File: src/rtl/core/fasta_record_field_splitter_assert.svh
// ----------------------------------------------------------------------------
// FASTA record field splitter assertion macros
// Shared concurrent assertion forms for the splitter RTL.
// ----------------------------------------------------------------------------
`ifndef FASTA_RECORD_FIELD_SPLITTER_ASSERT_SVH
`define FASTA_RECORD_FIELD_SPLITTER_ASSERT_SVH

// cons must hold in the same cycle as ante
`define FRFS_ASSERT_IMP(lbl, clk, rst_n, ante, cons, msg) \
	lbl: assert property (@(posedge clk) disable iff (!rst_n) (ante) |-> (cons)) \
		else $error(msg);

// cons must hold in the cycle after ante
`define FRFS_ASSERT_NEXT(lbl, clk, rst_n, ante, cons, msg) \
	lbl: assert property (@(posedge clk) disable iff (!rst_n) (ante) |=> (cons)) \
		else $error(msg);

`endif

File: src/rtl/core/frfs_pkg.sv
// ----------------------------------------------------------------------------
// FASTA record field splitter package
// Result item, request bundle and queue status types plus character codes.
// ----------------------------------------------------------------------------
`timescale 1ns / 1ps
`default_nettype none

package frfs_pkg;

	localparam logic [7:0] CH_GT  = 8'h3E;
	localparam logic [7:0] CH_SP  = 8'h20;
	localparam logic [7:0] CH_TAB = 8'h09;
	localparam logic [7:0] CH_LF  = 8'h0A;
	localparam logic [7:0] CH_CR  = 8'h0D;

	localparam logic [1:0] KIND_ID  = 2'd0;
	localparam logic [1:0] KIND_COM = 2'd1;
	localparam logic [1:0] KIND_SEQ = 2'd2;

	localparam int MAX_RES = 3;

	typedef struct packed {
		logic [1:0] kind;
		logic [7:0] data;
		logic       valid;
		logic       fend;
		logic       rend;
		logic       ferr;
	} result_t;

	typedef struct packed {
		logic [1:0]                count;
		result_t [MAX_RES-1:0]     res;
	} bundle_t;

	typedef struct packed {
		logic full;
		logic empty;
	} q_stat_t;

endpackage

`default_nettype wire

File: src/rtl/core/frfs_front.sv
// ----------------------------------------------------------------------------
// FASTA record field splitter front end
// Parses one input byte per cycle while the queue is not full and pushes its result bundle, if any, to the queue.
// ----------------------------------------------------------------------------
`timescale 1ns / 1ps
`default_nettype none

module frfs_front (
	input  wire logic              clk,
	input  wire logic              arst_n,
	input  wire logic              s_tvalid,
	output logic                   s_tready,
	input  wire logic [7:0]        s_tdata,   // [7:0] in_byte
	input  wire logic              s_tlast,   // end_of_file
	input  wire frfs_pkg::q_stat_t q_stat,
	output logic                   push,
	output frfs_pkg::bundle_t      push_data
);
	import frfs_pkg::*;

	typedef enum logic [2:0] {
		ST_START   = 3'd0,
		ST_ID      = 3'd1,
		ST_SKIPSP  = 3'd2,
		ST_COMMENT = 3'd3,
		ST_SEQ     = 3'd4,
		ST_ERROR   = 3'd5
	} st_t;

	st_t                   st_q, st_mid, st_d;
	logic                  drop_q, drop_d;
	logic                  ls_q, ls_d;
	logic [1:0]            n;
	result_t [MAX_RES-1:0] res_v;
	logic                  eol;
	logic                  accept;

	function automatic result_t mk(input logic [1:0] kind, input logic [7:0] data,
		input logic valid, input logic fend, input logic rend, input logic ferr);
		result_t r;
		r.kind  = kind;
		r.data  = valid ? data : 8'h00;
		r.valid = valid;
		r.fend  = fend;
		r.rend  = rend;
		r.ferr  = ferr;
		return r;
	endfunction

	assign s_tready = !q_stat.full;
	assign accept   = s_tvalid && s_tready;
	assign eol      = (s_tdata == CH_LF) || (s_tdata == CH_CR);

	always_comb begin
		res_v  = '0;
		n      = 2'd0;
		st_mid = st_q;
		drop_d = drop_q;
		ls_d   = ls_q;
		case (st_q)
			ST_START: begin
				if (s_tdata == CH_GT) begin
					st_mid = ST_ID;
				end else begin
					res_v[n] = mk(KIND_ID, 8'h00, 1'b0, 1'b0, 1'b0, 1'b1);
					n        = n + 2'd1;
					st_mid   = ST_ERROR;
				end
			end
			ST_ID: begin
				if ((s_tdata == CH_SP) || (s_tdata == CH_TAB)) begin
					res_v[n] = mk(KIND_ID, 8'h00, 1'b0, 1'b1, 1'b0, 1'b0);
					n        = n + 2'd1;
					st_mid   = ST_SKIPSP;
				end else if (eol) begin
					res_v[n] = mk(KIND_ID, 8'h00, 1'b0, 1'b1, 1'b0, 1'b0);
					n        = n + 2'd1;
					st_mid   = ST_SEQ;
					ls_d     = 1'b1;
					drop_d   = (s_tdata == CH_CR);
				end else begin
					res_v[n] = mk(KIND_ID, s_tdata, 1'b1, 1'b0, 1'b0, 1'b0);
					n        = n + 2'd1;
				end
			end
			ST_SKIPSP: begin
				if (s_tdata == CH_SP) begin
					st_mid = ST_SKIPSP;
				end else if (eol) begin
					res_v[n] = mk(KIND_COM, 8'h00, 1'b0, 1'b1, 1'b0, 1'b0);
					n        = n + 2'd1;
					st_mid   = ST_SEQ;
					ls_d     = 1'b1;
					drop_d   = (s_tdata == CH_CR);
				end else begin
					res_v[n] = mk(KIND_COM, s_tdata, 1'b1, 1'b0, 1'b0, 1'b0);
					n        = n + 2'd1;
					st_mid   = ST_COMMENT;
				end
			end
			ST_COMMENT: begin
				if (eol) begin
					res_v[n] = mk(KIND_COM, 8'h00, 1'b0, 1'b1, 1'b0, 1'b0);
					n        = n + 2'd1;
					st_mid   = ST_SEQ;
					ls_d     = 1'b1;
					drop_d   = (s_tdata == CH_CR);
				end else begin
					res_v[n] = mk(KIND_COM, s_tdata, 1'b1, 1'b0, 1'b0, 1'b0);
					n        = n + 2'd1;
				end
			end
			ST_SEQ: begin
				if (drop_q && (s_tdata == CH_LF)) begin
					drop_d = 1'b0;
				end else if (eol) begin
					ls_d   = 1'b1;
					drop_d = (s_tdata == CH_CR);
				end else if ((s_tdata == CH_GT) && ls_q) begin
					res_v[n] = mk(KIND_SEQ, 8'h00, 1'b0, 1'b1, 1'b1, 1'b0);
					n        = n + 2'd1;
					st_mid   = ST_ID;
					ls_d     = 1'b0;
					drop_d   = 1'b0;
				end else begin
					res_v[n] = mk(KIND_SEQ, s_tdata, 1'b1, 1'b0, 1'b0, 1'b0);
					n        = n + 2'd1;
					ls_d     = 1'b0;
					drop_d   = 1'b0;
				end
			end
			default: begin
				st_mid = st_q;
			end
		endcase

		st_d = st_mid;
		if (s_tlast) begin
			case (st_mid)
				ST_ID: begin
					res_v[n] = mk(KIND_ID, 8'h00, 1'b0, 1'b1, 1'b0, 1'b0);
					n        = n + 2'd1;
					res_v[n] = mk(KIND_SEQ, 8'h00, 1'b0, 1'b1, 1'b1, 1'b0);
					n        = n + 2'd1;
				end
				ST_SKIPSP, ST_COMMENT: begin
					res_v[n] = mk(KIND_COM, 8'h00, 1'b0, 1'b1, 1'b0, 1'b0);
					n        = n + 2'd1;
					res_v[n] = mk(KIND_SEQ, 8'h00, 1'b0, 1'b1, 1'b1, 1'b0);
					n        = n + 2'd1;
				end
				ST_SEQ: begin
					res_v[n] = mk(KIND_SEQ, 8'h00, 1'b0, 1'b1, 1'b1, 1'b0);
					n        = n + 2'd1;
				end
				default: begin
					n = n;
				end
			endcase
			st_d   = ST_START;
			drop_d = 1'b0;
			ls_d   = 1'b0;
		end
	end

	assign push            = accept && (n != 2'd0);
	assign push_data.count = n;
	assign push_data.res   = res_v;

	always_ff @(posedge clk or negedge arst_n) begin
		if (!arst_n) begin
			st_q   <= ST_START;
			drop_q <= 1'b0;
			ls_q   <= 1'b0;
		end else if (accept) begin
			st_q   <= st_d;
			drop_q <= drop_d;
			ls_q   <= ls_d;
		end
	end

endmodule

`default_nettype wire

File: src/rtl/core/frfs_queue.sv
// ----------------------------------------------------------------------------
// FASTA record field splitter request queue
// Short register queue of result bundles between front and back ends.
// ----------------------------------------------------------------------------
`timescale 1ns / 1ps
`default_nettype none
`include "fasta_record_field_splitter_assert.svh"

module frfs_queue #(
	parameter int DEPTH = 4
) (
	input  wire logic              clk,
	input  wire logic              arst_n,
	input  wire logic              push,
	input  wire frfs_pkg::bundle_t push_data,
	input  wire logic              pop,
	output frfs_pkg::bundle_t      head,
	output frfs_pkg::q_stat_t      q_stat
);
	import frfs_pkg::*;

	localparam int PTR_W = (DEPTH > 1) ? $clog2(DEPTH) : 1;
	localparam int CNT_W = $clog2(DEPTH + 1);
	localparam logic [PTR_W-1:0] LAST_PTR = PTR_W'(DEPTH - 1);
	localparam logic [CNT_W-1:0] FULL_CNT = CNT_W'(DEPTH);

	bundle_t          mem_q [DEPTH];
	logic [PTR_W-1:0] wr_ptr_q;
	logic [PTR_W-1:0] rd_ptr_q;
	logic [CNT_W-1:0] cnt_q;

	assign q_stat.full  = (cnt_q == FULL_CNT);
	assign q_stat.empty = (cnt_q == '0);
	assign head         = mem_q[rd_ptr_q];

	always_ff @(posedge clk) begin
		if (push) begin
			mem_q[wr_ptr_q] <= push_data;
		end
	end

	always_ff @(posedge clk or negedge arst_n) begin
		if (!arst_n) begin
			wr_ptr_q <= '0;
			rd_ptr_q <= '0;
			cnt_q    <= '0;
		end else begin
			if (push) begin
				wr_ptr_q <= (wr_ptr_q == LAST_PTR) ? '0 : wr_ptr_q + PTR_W'(1);
			end
			if (pop) begin
				rd_ptr_q <= (rd_ptr_q == LAST_PTR) ? '0 : rd_ptr_q + PTR_W'(1);
			end
			case ({push, pop})
				2'b10:   cnt_q <= cnt_q + CNT_W'(1);
				2'b01:   cnt_q <= cnt_q - CNT_W'(1);
				default: cnt_q <= cnt_q;
			endcase
		end
	end

	`FRFS_ASSERT_IMP(a_no_push_full, clk, arst_n, push, !q_stat.full, "push into full queue")
	`FRFS_ASSERT_IMP(a_no_pop_empty, clk, arst_n, pop, !q_stat.empty, "pop from empty queue")
	`FRFS_ASSERT_IMP(a_push_nonempty, clk, arst_n, push, push_data.count != 2'd0, "empty bundle pushed")

endmodule

`default_nettype wire

File: src/rtl/core/frfs_back.sv
// ----------------------------------------------------------------------------
// FASTA record field splitter back end
// Sends the results of the head bundle one per cycle, while m_tready is high, on the output stream.
// ----------------------------------------------------------------------------
`timescale 1ns / 1ps
`default_nettype none
`include "fasta_record_field_splitter_assert.svh"

module frfs_back (
	input  wire logic              clk,
	input  wire logic              arst_n,
	input  wire frfs_pkg::bundle_t head,
	input  wire frfs_pkg::q_stat_t q_stat,
	output logic                   pop,
	output logic                   m_tvalid,
	input  wire logic              m_tready,
	output logic [7:0]             m_tdata,   // [7:0] out_byte
	output logic [5:0]             m_tuser,   // [1:0] field_kind, [2] byte_valid,
	                                          // [3] field_end, [4] record_end,
	                                          // [5] format_error
	output logic                   m_tlast    // run_last
);
	import frfs_pkg::*;

	logic [1:0] idx_q;
	result_t    cur;
	logic       last;

	assign cur      = head.res[idx_q];
	assign last     = (idx_q == (head.count - 2'd1));
	assign m_tvalid = !q_stat.empty;
	assign m_tdata  = cur.data;
	assign m_tuser  = {cur.ferr, cur.rend, cur.fend, cur.valid, cur.kind};
	assign m_tlast  = last;
	assign pop      = m_tvalid && m_tready && last;

	always_ff @(posedge clk or negedge arst_n) begin
		if (!arst_n) begin
			idx_q <= 2'd0;
		end else if (m_tvalid && m_tready) begin
			idx_q <= last ? 2'd0 : idx_q + 2'd1;
		end
	end

	`FRFS_ASSERT_IMP(a_idx_in_bundle, clk, arst_n, m_tvalid, idx_q < head.count, "index past bundle")
	`FRFS_ASSERT_IMP(a_err_is_last, clk, arst_n, m_tvalid && cur.ferr, last, "error not last result")
	`FRFS_ASSERT_NEXT(a_hold_idx, clk, arst_n, m_tvalid && !m_tready, $stable(idx_q), "index moved in stall")

endmodule

`default_nettype wire

File: src/rtl/core/fasta_record_field_splitter.sv
// ----------------------------------------------------------------------------
// FASTA record field splitter
// Splits a FASTA byte stream into tagged id, comment and sequence field items.
// ----------------------------------------------------------------------------
// One input byte is taken per cycle while the queue has room. Each byte gives
// zero to three results; any results are packed by the parser into one queue
// entry. The output side sends one result per cycle while m_tready is high, so
// a byte's results go out one after another (three at most, when end of file
// closes open fields). The results of a byte are registered in the queue before
// they appear on the output. A queue of QUEUE_DEPTH entries lets the two sides
// stall independently; input stops only when it is full.
`timescale 1ns / 1ps
`default_nettype none

module fasta_record_field_splitter #(
	parameter int QUEUE_DEPTH = 4
) (
	input  wire logic       clk,
	input  wire logic       arst_n,
	input  wire logic       s_tvalid,
	output logic            s_tready,
	input  wire logic [7:0] s_tdata,   // [7:0] in_byte
	input  wire logic       s_tlast,   // end_of_file
	output logic            m_tvalid,
	input  wire logic       m_tready,
	output logic [7:0]      m_tdata,   // [7:0] out_byte
	output logic [5:0]      m_tuser,   // [1:0] field_kind, [2] byte_valid,
	                                   // [3] field_end, [4] record_end, [5] format_error
	output logic            m_tlast    // run_last
);
	import frfs_pkg::*;

	q_stat_t q_stat;
	logic    push;
	logic    pop;
	bundle_t push_data;
	bundle_t head;

	frfs_front u_front (
		.clk       (clk),
		.arst_n    (arst_n),
		.s_tvalid  (s_tvalid),
		.s_tready  (s_tready),
		.s_tdata   (s_tdata),
		.s_tlast   (s_tlast),
		.q_stat    (q_stat),
		.push      (push),
		.push_data (push_data)
	);

	frfs_queue #(
		.DEPTH (QUEUE_DEPTH)
	) u_queue (
		.clk       (clk),
		.arst_n    (arst_n),
		.push      (push),
		.push_data (push_data),
		.pop       (pop),
		.head      (head),
		.q_stat    (q_stat)
	);

	frfs_back u_back (
		.clk      (clk),
		.arst_n   (arst_n),
		.head     (head),
		.q_stat   (q_stat),
		.pop      (pop),
		.m_tvalid (m_tvalid),
		.m_tready (m_tready),
		.m_tdata  (m_tdata),
		.m_tuser  (m_tuser),
		.m_tlast  (m_tlast)
	);

endmodule

`default_nettype wire
File: config.mk
export PLATFORM = sky130hd
export DESIGN_NAME = fasta_record_field_splitter
export DESIGN_NICKNAME = d
export VERILOG_FILES = /design/src/rtl/core/frfs_pkg.sv /design/src/rtl/core/frfs_front.sv /design/src/rtl/core/frfs_queue.sv /design/src/rtl/core/frfs_back.sv /design/src/rtl/core/fasta_record_field_splitter.sv
export VERILOG_INCLUDE_DIRS = /design/src /design/src/rtl/core
export SDC_FILE = /design/constraint.sdc
export NUM_CORES = 1
export LEC_CHECK = 0
export ABC_CLOCK_PERIOD_IN_PS = 3900
export BUFFER_PORTS_ARGS = -buffer_cell sky130_fd_sc_hd__buf_2
export CAP_MARGIN = 25
export CORE_MARGIN = 1
export CORE_UTILIZATION = 45
export DETAILED_ROUTE_END_ITERATION = 10
export SKIP_CTS_REPAIR_TIMING = 1
export SLEW_MARGIN = 0
export SYNTH_ARGS = -nofsm -noshare
export SYNTH_HDL_FRONTEND = slang
export SYNTH_SLANG_ARGS = --single-unit
File: constraint.sdc
create_clock -name clk -period 3.9 [get_ports clk]
set_input_delay 0.39 -clock clk [delete_from_list [all_inputs] [get_ports clk]]
set_output_delay 0.39 -clock clk [all_outputs]
set_load 0.01 [all_outputs]
==> results.cfg, run 1 <==
[sta]
clock.fmax_mhz = 315
clock_skew_ps = 5.72
hold_viol = 0
rsz0062_at_grt = false
setup_violations = 0
finalWorstSetupSlack_ps = 723
slew_viol_final = 0
finalCriticalPeriod_ps = 3180
tightest_slew_ps = 591
slew_headroom = 0.602
tns_ps = 0
period_share = 0.815

[global_routing]
antenna_found_initial = 0
grt_pass1_wl_um = 13600
gr-total-overflow = 0
grt_pass1_vias = 2574
grt_max_degree = 20
grt.total_usage = 0.184

[synth]
synthDistinctLibCells = 62
yosys-top-cells-area = edfxtp_1, mux4_2, dfrtp_1, nor2b_1, ha_1
synth_edf_count = 80
async_flop_share = 0.149
ys_ff_latch = 94
yosysMostFrequentCell = edfxtp_1
syn_nets = 328
synth_top_area_cell = edfxtp_1
syn_inst = 308
synth_area_um2 = 4440
synthFlopType = edfxtp_1
synth_commonest_cells = edfxtp_1, nor2b_1, mux4_2
syn_area_per_cell_um2 = 14.4
ys_warn_count = 0
synth_top_cell_area_share = 0.541
synth-seq-area-share = 0.620

[routing]
wl_per_cell_um = 17.8
vias_per_cell = 5.44
ant_nets = 0
wirelength_um = 8480
drc = 0
vias = 2583
drt-initial-drc-count = 135
top_layer_used = met4
dr.pass1.iters = 4
met1_length_um = 4000
met2_length_um = 4080
wl_met3_um = 308

[die]
rows = 35
die_area_um2 = 10300
start_util = 0.471
ioPinCount = 30
die_h_um = 101
die_x_um = 101
core_um2 = 9420

[layout]
areaGrowthSynthToFinish_pct = 12.7
fin_nets = 362
drive_gt1_frac = 0.231
antenna_cells = 0
fillCellCount = 799

[placed_design]
dpl_worst_slack_ps = 722
gp_congestion = 0.815
dpl.hpwl_um = 6000
port_buffers = 29

[critical_path]
end_kind = flip-flop
path_cells = mux4_2 > xnor2_1 > mux2i_1 > nand3_2 > inv_1 > ha_1 > inv_1 > fa_1 > xor2_1 > nor2_1 > xor2_1
cp.buffers_inverters = 2
path_max_fanout = 7
path_class = reg2reg
crit_path_start_kind = flip-flop
cp.required_ps = 4180
worstPathArrival_ps = 3450
slowest_stage = dfrtp_1
cpPeakStageDelay_ps = 600
crit_family = multiplexers

[pwr]
peakVddDrop_mv = 0.318
p_per_area_nw_per_um2 = 721
p_leak_uw = 0.00182

[clock_tree]
max-clock-path-buffers = 2
insertion_delay_ps = 350
path_clk_slew_ps = 80
cts_max_level = 3
cts_tree = built
numCtsBuffers = 9
cts_sinks = 94
cts_root_buf = clkbuf_8

[job]
maxCapViolations = 0

[outcome]
outcome = finished clean

[hold_path]
hold_path_class = in2reg
per-layer routing:
metal	up-vias	track usage
met3	7	0.0462
met1	1288	0.247
met5	-	0
met2	50	0.300
li1	1238	-
met4	0	0.0535
layout by cell type (no fill, tap or decap), drive strengths merged, types with 6 or more instances in the layout:
master and count:
edfxtp 80, buf 37, nor2b 21, mux4 19, nor2 19, nand2 18
o21ai 15, dfrtp 14, inv 12, clkbuf 10, a21oi 8, and2 6
ha 6
flip-flops by register name, summed over array words and instances (netlist names):
| signal | cells |
|---|---|
| u_front.drop_q | 1 |
| u_front.st_q | 3 |
| u_back.idx_q | 2 |
| u_queue.wr_ptr_q | 2 |
| u_front.ls_q | 1 |
| u_queue.cnt_q | 3 |
| u_queue.rd_ptr_q | 2 |
| u_queue.mem_q | 80 |
per-stage QoR:
| stage | power [uW] | utilization | cell area, um2 | std cells | hold WS (ps) |
|---|---|---|---|---|---|
| detailed placement | 3060 | 0.511 | 4810 | 459 | 318 |
| floorplan | 2570 | - | 4440 | 308 | 94.4 |
| global placement | 2970 | 0.500 | 4700 | 455 | 316 |
| finish | 3610 | 0.531 | 5000 | 475 | 259 |
| CTS | 3660 | 0.530 | 4990 | 474 | -76.1 |
| global route | 3860 | 0.531 | 5000 | 475 | 234 |
cell type report:
class,instances,area [um2],area share
repair buffers,38,295,0.0590
multi-input cells,187,1570,0.314
flip-flops and latches,94,2750,0.550
inverters,12,45.0,0.00900
clock inverters,5,51.3,0.0103
well taps,129,161,0.0323
clock buffers,10,128,0.0255
logic make-up (layout without fill, tap and decap cells):
kind of cell               count (synthesis)  count (layout)  synth area share
AOI/OAI and AO/OA                         51              51            0.0804
xor gates and xnor gates                   7               7            0.0138
adders and majority gates                  7               7            0.0214
buffers and inverters                     27              65            0.0259
DFF                                       94              94             0.620
muxes                                     27              27             0.115
and+or+nand+nor                           95              95             0.123
final timing paths:
path                                      from             endpoint  slack, ps  depth (start not counted)
min in group asynchronous               arst_n  u_queue.wr_ptr_q[1]        470                          2
hold reg to reg               u_queue.cnt_q[0]     u_queue.cnt_q[0]        490                          1
max in group asynchronous               arst_n      u_back.idx_q[0]       3160                          2
setup reg to reg           u_queue.rd_ptr_q[0]     u_queue.cnt_q[2]        720                         11
setup / recovery           u_queue.rd_ptr_q[0]     u_queue.cnt_q[2]        720                         11
hold / removal                        s_tvalid         u_front.ls_q        260                          2
worst reg2reg max path: stages (launching register included):
cell and delay, ps:
dfrtp_1 600, mux4_2 580, xnor2_1 190, mux2i_1 360, nand3_2 180, inv_1 110
ha_1 180, inv_1 70, fa_1 430, xor2_1 150, nor2_1 110, xor2_1 160
report_power, final:
group / internal (uW) / switching [uW] / leakage, uW / total (uW)
Combinational: 651 / 765 / 0.000812 / 1420
Sequential: 1440 / 157 / 0.000922 / 1590
Clock: 289 / 309 / 0.0000912 / 598
Total: 2380 / 1230 / 0.00182 / 3610
Note: power is estimated with default switching activity, not from simulation.
==> inputs of run 2 (changes only) <==
--- a/config.mk
+++ b/config.mk
@@ -6,7 +6,8 @@
 export SDC_FILE = /design/constraint.sdc
 export NUM_CORES = 1
 export LEC_CHECK = 0
-export ABC_CLOCK_PERIOD_IN_PS = 3900
+export ABC_AREA = 1
+export ABC_CLOCK_PERIOD_IN_PS = 2710
 export BUFFER_PORTS_ARGS = -buffer_cell sky130_fd_sc_hd__buf_2
 export CAP_MARGIN = 25
 export CORE_MARGIN = 1
==> constraint.sdc (replaced) <==
create_clock -name clk -period 2.71 [get_ports clk]
set_input_delay 0.271 -clock clk [delete_from_list [all_inputs] [get_ports clk]]
set_output_delay 0.271 -clock clk [all_outputs]
set_load 0.01 [all_outputs]
==> results.cfg, run 2 <==
[clock_tree]
max-clock-path-buffers = 2
cts_root_buf = clkbuf_8
cts_max_level = 3
path_clk_slew_ps = 100
cts_tree = built
insertion_delay_ps = 360
numCtsBuffers = 9
cts_sinks = 94

[routing]
vias_per_cell = 5.06
wl_per_cell_um = 15.0
ant_nets = 0
drc = 0
drt-initial-drc-count = 144
dr.pass1.iters = 5
wirelength_um = 9800
vias = 3295

[layout]
fin_util = 0.531
fin_nets = 533
largest_reg_flops = 80
drive_gt1_frac = 0.212
instances_no_fill = 651
reg.largest.list = u_queue.mem_q (80), u_front.st_q (3), u_queue.cnt_q (3)
layout_common_cells = nor2_1, edfxtp_1, nand2_1
final_common_cell = nor2_1
areaGrowthSynthToFinish_pct = 13.6
antenna_cells = 0
regMostFlops = u_queue.mem_q

[placed_design]
port_buffers = 29
dpl.hpwl_um = 6600
place_inst = 630
gp_congestion = 0.878

[critical_path]
cpPeakStageDelay_ps = 440
r2r_cells = 14
end_kind = flip-flop
slowest_stage = dfrtp_2
rr_startpoint = u_queue.rd_ptr_q[1]
path_class = reg2reg
critPathMostFrequentCell = nand2_1
path_cells = inv_1 > buf_4 > nand3_1 > nand2_1 > nand2_1 > nand2_1 > nand2_1 > nor2_4 > ha_1 > inv_1 > fa_1 > a21oi_1 > o21ai_0 > xor2_1
crit_start = u_queue.rd_ptr_q[1]
worstPathArrival_ps = 2720
path_max_fanout = 9
cp.required_ps = 2950
crit_path_start_kind = flip-flop

[synth]
synthDistinctLibCells = 35
synth-xor-area-share = 0.00572
yosys-top-cells-area = edfxtp_1, dfrtp_1, nor2_1, nand2_1, o21ai_0
synth_top_area_cell = edfxtp_1
synth-seq-area-share = 0.599
synth_top_family_by_area = simple AND/OR/NAND/NOR gates
synth_area_um2 = 4590
synth_simple_gate_area_share = 0.226
async_flop_share = 0.149
synth_top_cell_area_share = 0.523
synthFlopType = edfxtp_1
synth_edf_count = 80
ys_ff_latch = 94
yosysMostFrequentCell = nor2_1
ys_warn_count = 0
syn_area_per_cell_um2 = 9.81
synth_fa_ha_area_frac = 0.0207
syn_nets = 488
synthMuxAreaShare = 0
syn_inst = 468
synth_commonest_cells = nor2_1, edfxtp_1, nand2_1
synth_compound_area_frac = 0.0953

[global_routing]
grt_max_degree = 23
gr-total-overflow = 0
grt.total_usage = 0.201
antenna_found_initial = 0
grt_pass1_vias = 3051
grt_pass1_wl_um = 15600

[die]
ioPinCount = 30
die_h_um = 103
die_x_um = 103
die_area_um2 = 10600
start_util = 0.468
core_um2 = 9820
rows = 36

[pwr]
peakVddDrop_mv = 0.376
clockPowerShare = 0.168
power.internal_uw = 3620
combPwrFrac = 0.455
p_seq_frac = 0.377
p_sw_frac = 0.411
switchingPower_uw = 2520
p_per_area_nw_per_um2 = 1180
p_leak_uw = 0.00213

[sta]
tightest_slew_ps = 429
period_share = 0.916
setup_violations = 0
rsz0062_at_grt = false
slew_headroom = 0.713
slew_viol_final = 0
finalCriticalPeriod_ps = 2480
hold_viol = 0
clock_skew_ps = 10.4
clock.fmax_mhz = 403
tns_ps = 0

[job]
maxCapViolations = 0

[hold_path]
hold-path-cell-count = 4
hp-start = s_tvalid
hold_path_class = in2reg

[outcome]
outcome = finished clean
run 2: cell count changes after synthesis, moves of 6 or more:
cell     change
nor2b_1     -21
inv_2        +9
o22ai_1      +7
o21ai_0     +31
inv_1       +25
a21oi_1      +8
nand2_1     +59
and2_1       -6
mux4_2      -19
nor2_2      +17
nor2_1      +66
nand3_1     +25
run 2: critical path: cells and delay by family, from the launching register on:
kind                       cells  cell delay, ps
AOI/OAI and AO/OA              2             250
DFF                            1             440
buffers and inverters          3             360
xor gates and xnor gates       1             150
and+or+nand+nor                6             580
adders and majority gates      2             590
run 2: final cells by class:
class                           count  area (um2)
Tap cell                          133         166
Clock buffer                       10         128
Inverter                           49         189
Timing Repair Buffer               47         287
Multi-Input combinational cell    312        1600
Fill cell                         935        4600
Clock inverter                      6        93.8
Sequential cell                    94        2760
run 2: stage by stage:
step / worst slack (ps) / power (uW) / hold WS (ps) / area (um2)
3_3_place_gp: 244 / 5050 / 196 / 4950
6_report: 227 / 6140 / 207 / 5220
2_1_floorplan: 262 / 4250 / -24.6 / 4590
3_5_place_dp: 196 / 5100 / 199 / 4950
5_1_grt: 9.68 / 6640 / 265 / 5220
4_1_cts: 218 / 6130 / -200 / 5170
run 2: worst paths after layout:
kind                            slack [ps]                  end
worst max-delay path                   230     u_queue.cnt_q[2]
worst min-delay path                   210      u_front.st_q[0]
worst max register to register         230     u_queue.cnt_q[2]
worst min register to register         490       u_front.drop_q
max in group asynchronous             2100  u_queue.rd_ptr_q[0]
min in group asynchronous              340      u_back.idx_q[1]
run 2: power by group through the flow:
stage,registers [uW],clock network [uW],logic [uW]
final,2310,1030,2800
after global routing,2350,1120,3170
after CTS,2310,1050,2760
after detailed placement,2350,0,2750
after global placement,2340,0,2710
after floorplan,2310,0,1940
run 2: routing by layer:
| layer | global-route usage | wire, um |
|---|---|---|
| met1 | 0.279 | 4760 |
| met2 | 0.316 | 4490 |
| met3 | 0.0481 | 441 |
| met4 | 0.0618 | 108 |
| met5 | 0 | 0 |
run 2: cell families (layout without fill, tap and decap cells):
group,Yosys count,in the layout
AND/OR/NAND/NOR,223,223
AO/OA/AOI/OAI,79,79
adder cells (fa/ha/maj),7,7
buffers and inverters,62,112
flip-flops,94,94
XOR/XNOR,3,3
==> inputs of run 3 (changes only) <==
--- a/config.mk
+++ b/config.mk
@@ -10,7 +10,7 @@
 export ABC_CLOCK_PERIOD_IN_PS = 2710
 export BUFFER_PORTS_ARGS = -buffer_cell sky130_fd_sc_hd__buf_2
 export CAP_MARGIN = 25
-export CORE_MARGIN = 1
+export CORE_MARGIN = 1.5
 export CORE_UTILIZATION = 45
 export DETAILED_ROUTE_END_ITERATION = 10
 export SKIP_CTS_REPAIR_TIMING = 1
==> results.cfg, run 3 (synthesis results as in run 2) <==
[clock_tree]
max-clock-path-buffers = 2
cts_tree = built
cts_sinks = 94
path_clk_slew_ps = 90
insertion_delay_ps = 370
cts_max_level = 3
numCtsBuffers = 9
cts_root_buf = clkbuf_8

[global_routing]
grt_pass1_vias = 3202
grt.total_usage = 0.191
grt_max_degree = 37
grt_pass1_wl_um = 15900
antenna_found_initial = 0
gr-total-overflow = 0

[sta]
finalCriticalPeriod_ps = 2490
hold_viol = 0
clock.fmax_mhz = 402
clock_skew_ps = 8.43
rsz0062_at_grt = false
setup_violations = 0
tns_ps = 0
tightest_slew_ps = 430
period_share = 0.919
slew_viol_final = 0
slew_headroom = 0.713

[layout]
drive_gt1_frac = 0.204
fillCellCount = 925
areaGrowthSynthToFinish_pct = 12.0
antenna_cells = 0
regMostFlops = u_queue.mem_q
final_common_cell = nor2_1
largest_reg_flops = 80
fin_nets = 529
reg.largest.list = u_queue.mem_q (80), u_front.st_q (3), u_queue.cnt_q (3)
layout_common_cells = nor2_1, edfxtp_1, nand2_1
fin_area_um2 = 5140

[critical_path]
path_cells = nor2_2 > nand2_1 > inv_2 > nand2_4 > inv_4 > nor2_8 > nand2_4 > nand2_8 > ha_1 > inv_1 > fa_1 > a21oi_1 > o21ai_0 > xor2_1
path_class = reg2reg
r2r_cells = 14
cp.required_ps = 2960
path_max_fanout = 9
cpPeakStageDelay_ps = 480
worstPathArrival_ps = 2740
critPathMostFrequentCell = nand2_4
end_kind = flip-flop
slowest_stage = dfrtp_1
crit_path_start_kind = flip-flop

[pwr]
power.internal_uw = 3400
p_per_area_nw_per_um2 = 1150
switchingPower_uw = 2520
clockPowerShare = 0.147
combPwrFrac = 0.461
p_seq_frac = 0.391
p_sw_frac = 0.426
p_leak_uw = 0.00208
peakVddDrop_mv = 0.428

[routing]
wirelength_um = 9710
dr.pass1.iters = 5
vias_per_cell = 5.03
vias = 3254
drt-initial-drc-count = 243
wl_per_cell_um = 15.0
ant_nets = 0
drc = 0

[placed_design]
gp_congestion = 0.885
port_buffers = 29
dpl.hpwl_um = 6700
placed_area_um2 = 4950

[die]
ioPinCount = 30
core_um2 = 9820
die_area_um2 = 10800
die_h_um = 104
start_util = 0.468
rows = 36
die_x_um = 104

[outcome]
outcome = finished clean

[hold_path]
hold_path_class = in2reg
hold-path-cell-count = 4

[job]
maxCapViolations = 0
run 3: cell types whose count changed in the layout (fill, tap and decap cells not counted):
cell,delta
buf_4,-4
dfrtp_2,-1
inv_6,+2
clkinv_2,-1
clkinvlp_4,+1
bufinv_16,-2
dfrtp_1,+1
run 3: worst paths after layout:
kind                       slack (ps)                  end              from
setup / recovery                  220     u_queue.cnt_q[2]   u_front.st_q[0]
hold / removal                    200      u_front.st_q[0]          s_tvalid
setup reg to reg                  220     u_queue.cnt_q[2]   u_front.st_q[0]
hold reg to reg                   480     u_queue.cnt_q[0]  u_queue.cnt_q[0]
max in group asynchronous        2090  u_queue.rd_ptr_q[0]            arst_n
min in group asynchronous         340  u_queue.wr_ptr_q[1]            arst_n
run 3: final cells by class:
cell class	instances	area, um2	area share
Clock inverter	6	53.8	0.0105
Sequential cell	94	2750	0.535
Timing Repair Buffer	43	256	0.0499
Inverter	49	189	0.0367
Tap cell	133	166	0.0323
Clock buffer	10	128	0.0248
Multi-Input combinational cell	312	1600	0.311
run 3: critical path, delay by kind of cell, from the launching register on:
kind | cells | cell delay [ps]
xor gates and xnor gates | 1 | 150
buffers and inverters | 3 | 210
AOI/OAI and AO/OA | 2 | 250
adders and majority gates | 2 | 580
and+or+nand+nor | 6 | 690
DFF | 1 | 480
run 3: power by group through the flow:
stage / Combinational [uW] / Sequential [uW] / Clock, uW
2_1_floorplan: 1940 / 2310 / 0
3_3_place_gp: 2700 / 2340 / 0
3_5_place_dp: 2750 / 2350 / 0
4_1_cts: 2760 / 2320 / 895
5_1_grt: 3090 / 2360 / 960
6_report: 2730 / 2320 / 873
run 3: routing by layer:
layer / routed length (um) / up-vias / GRT usage
met2: 4730 / 57 / 0.317
li1: - / 1652 / -
met4: 100 / 0 / 0.0665
met3: 278 / 7 / 0.0363
met5: 0 / - / 0
met1: 4600 / 1538 / 0.252
run 3: through the flow:
step / worst slack, ps / std cells / hold WS (ps) / utilization / total power (uW)
5_1_grt: 1.51 / 647 / 239 / 0.524 / 6410
3_5_place_dp: 176 / 630 / 202 / 0.504 / 5100
4_1_cts: 178 / 646 / -198 / 0.522 / 5970
6_report: 221 / 647 / 202 / 0.524 / 5920
3_3_place_gp: 244 / 630 / 197 / 0.504 / 5040
2_1_floorplan: 262 / 468 / -24.6 / - / 4250
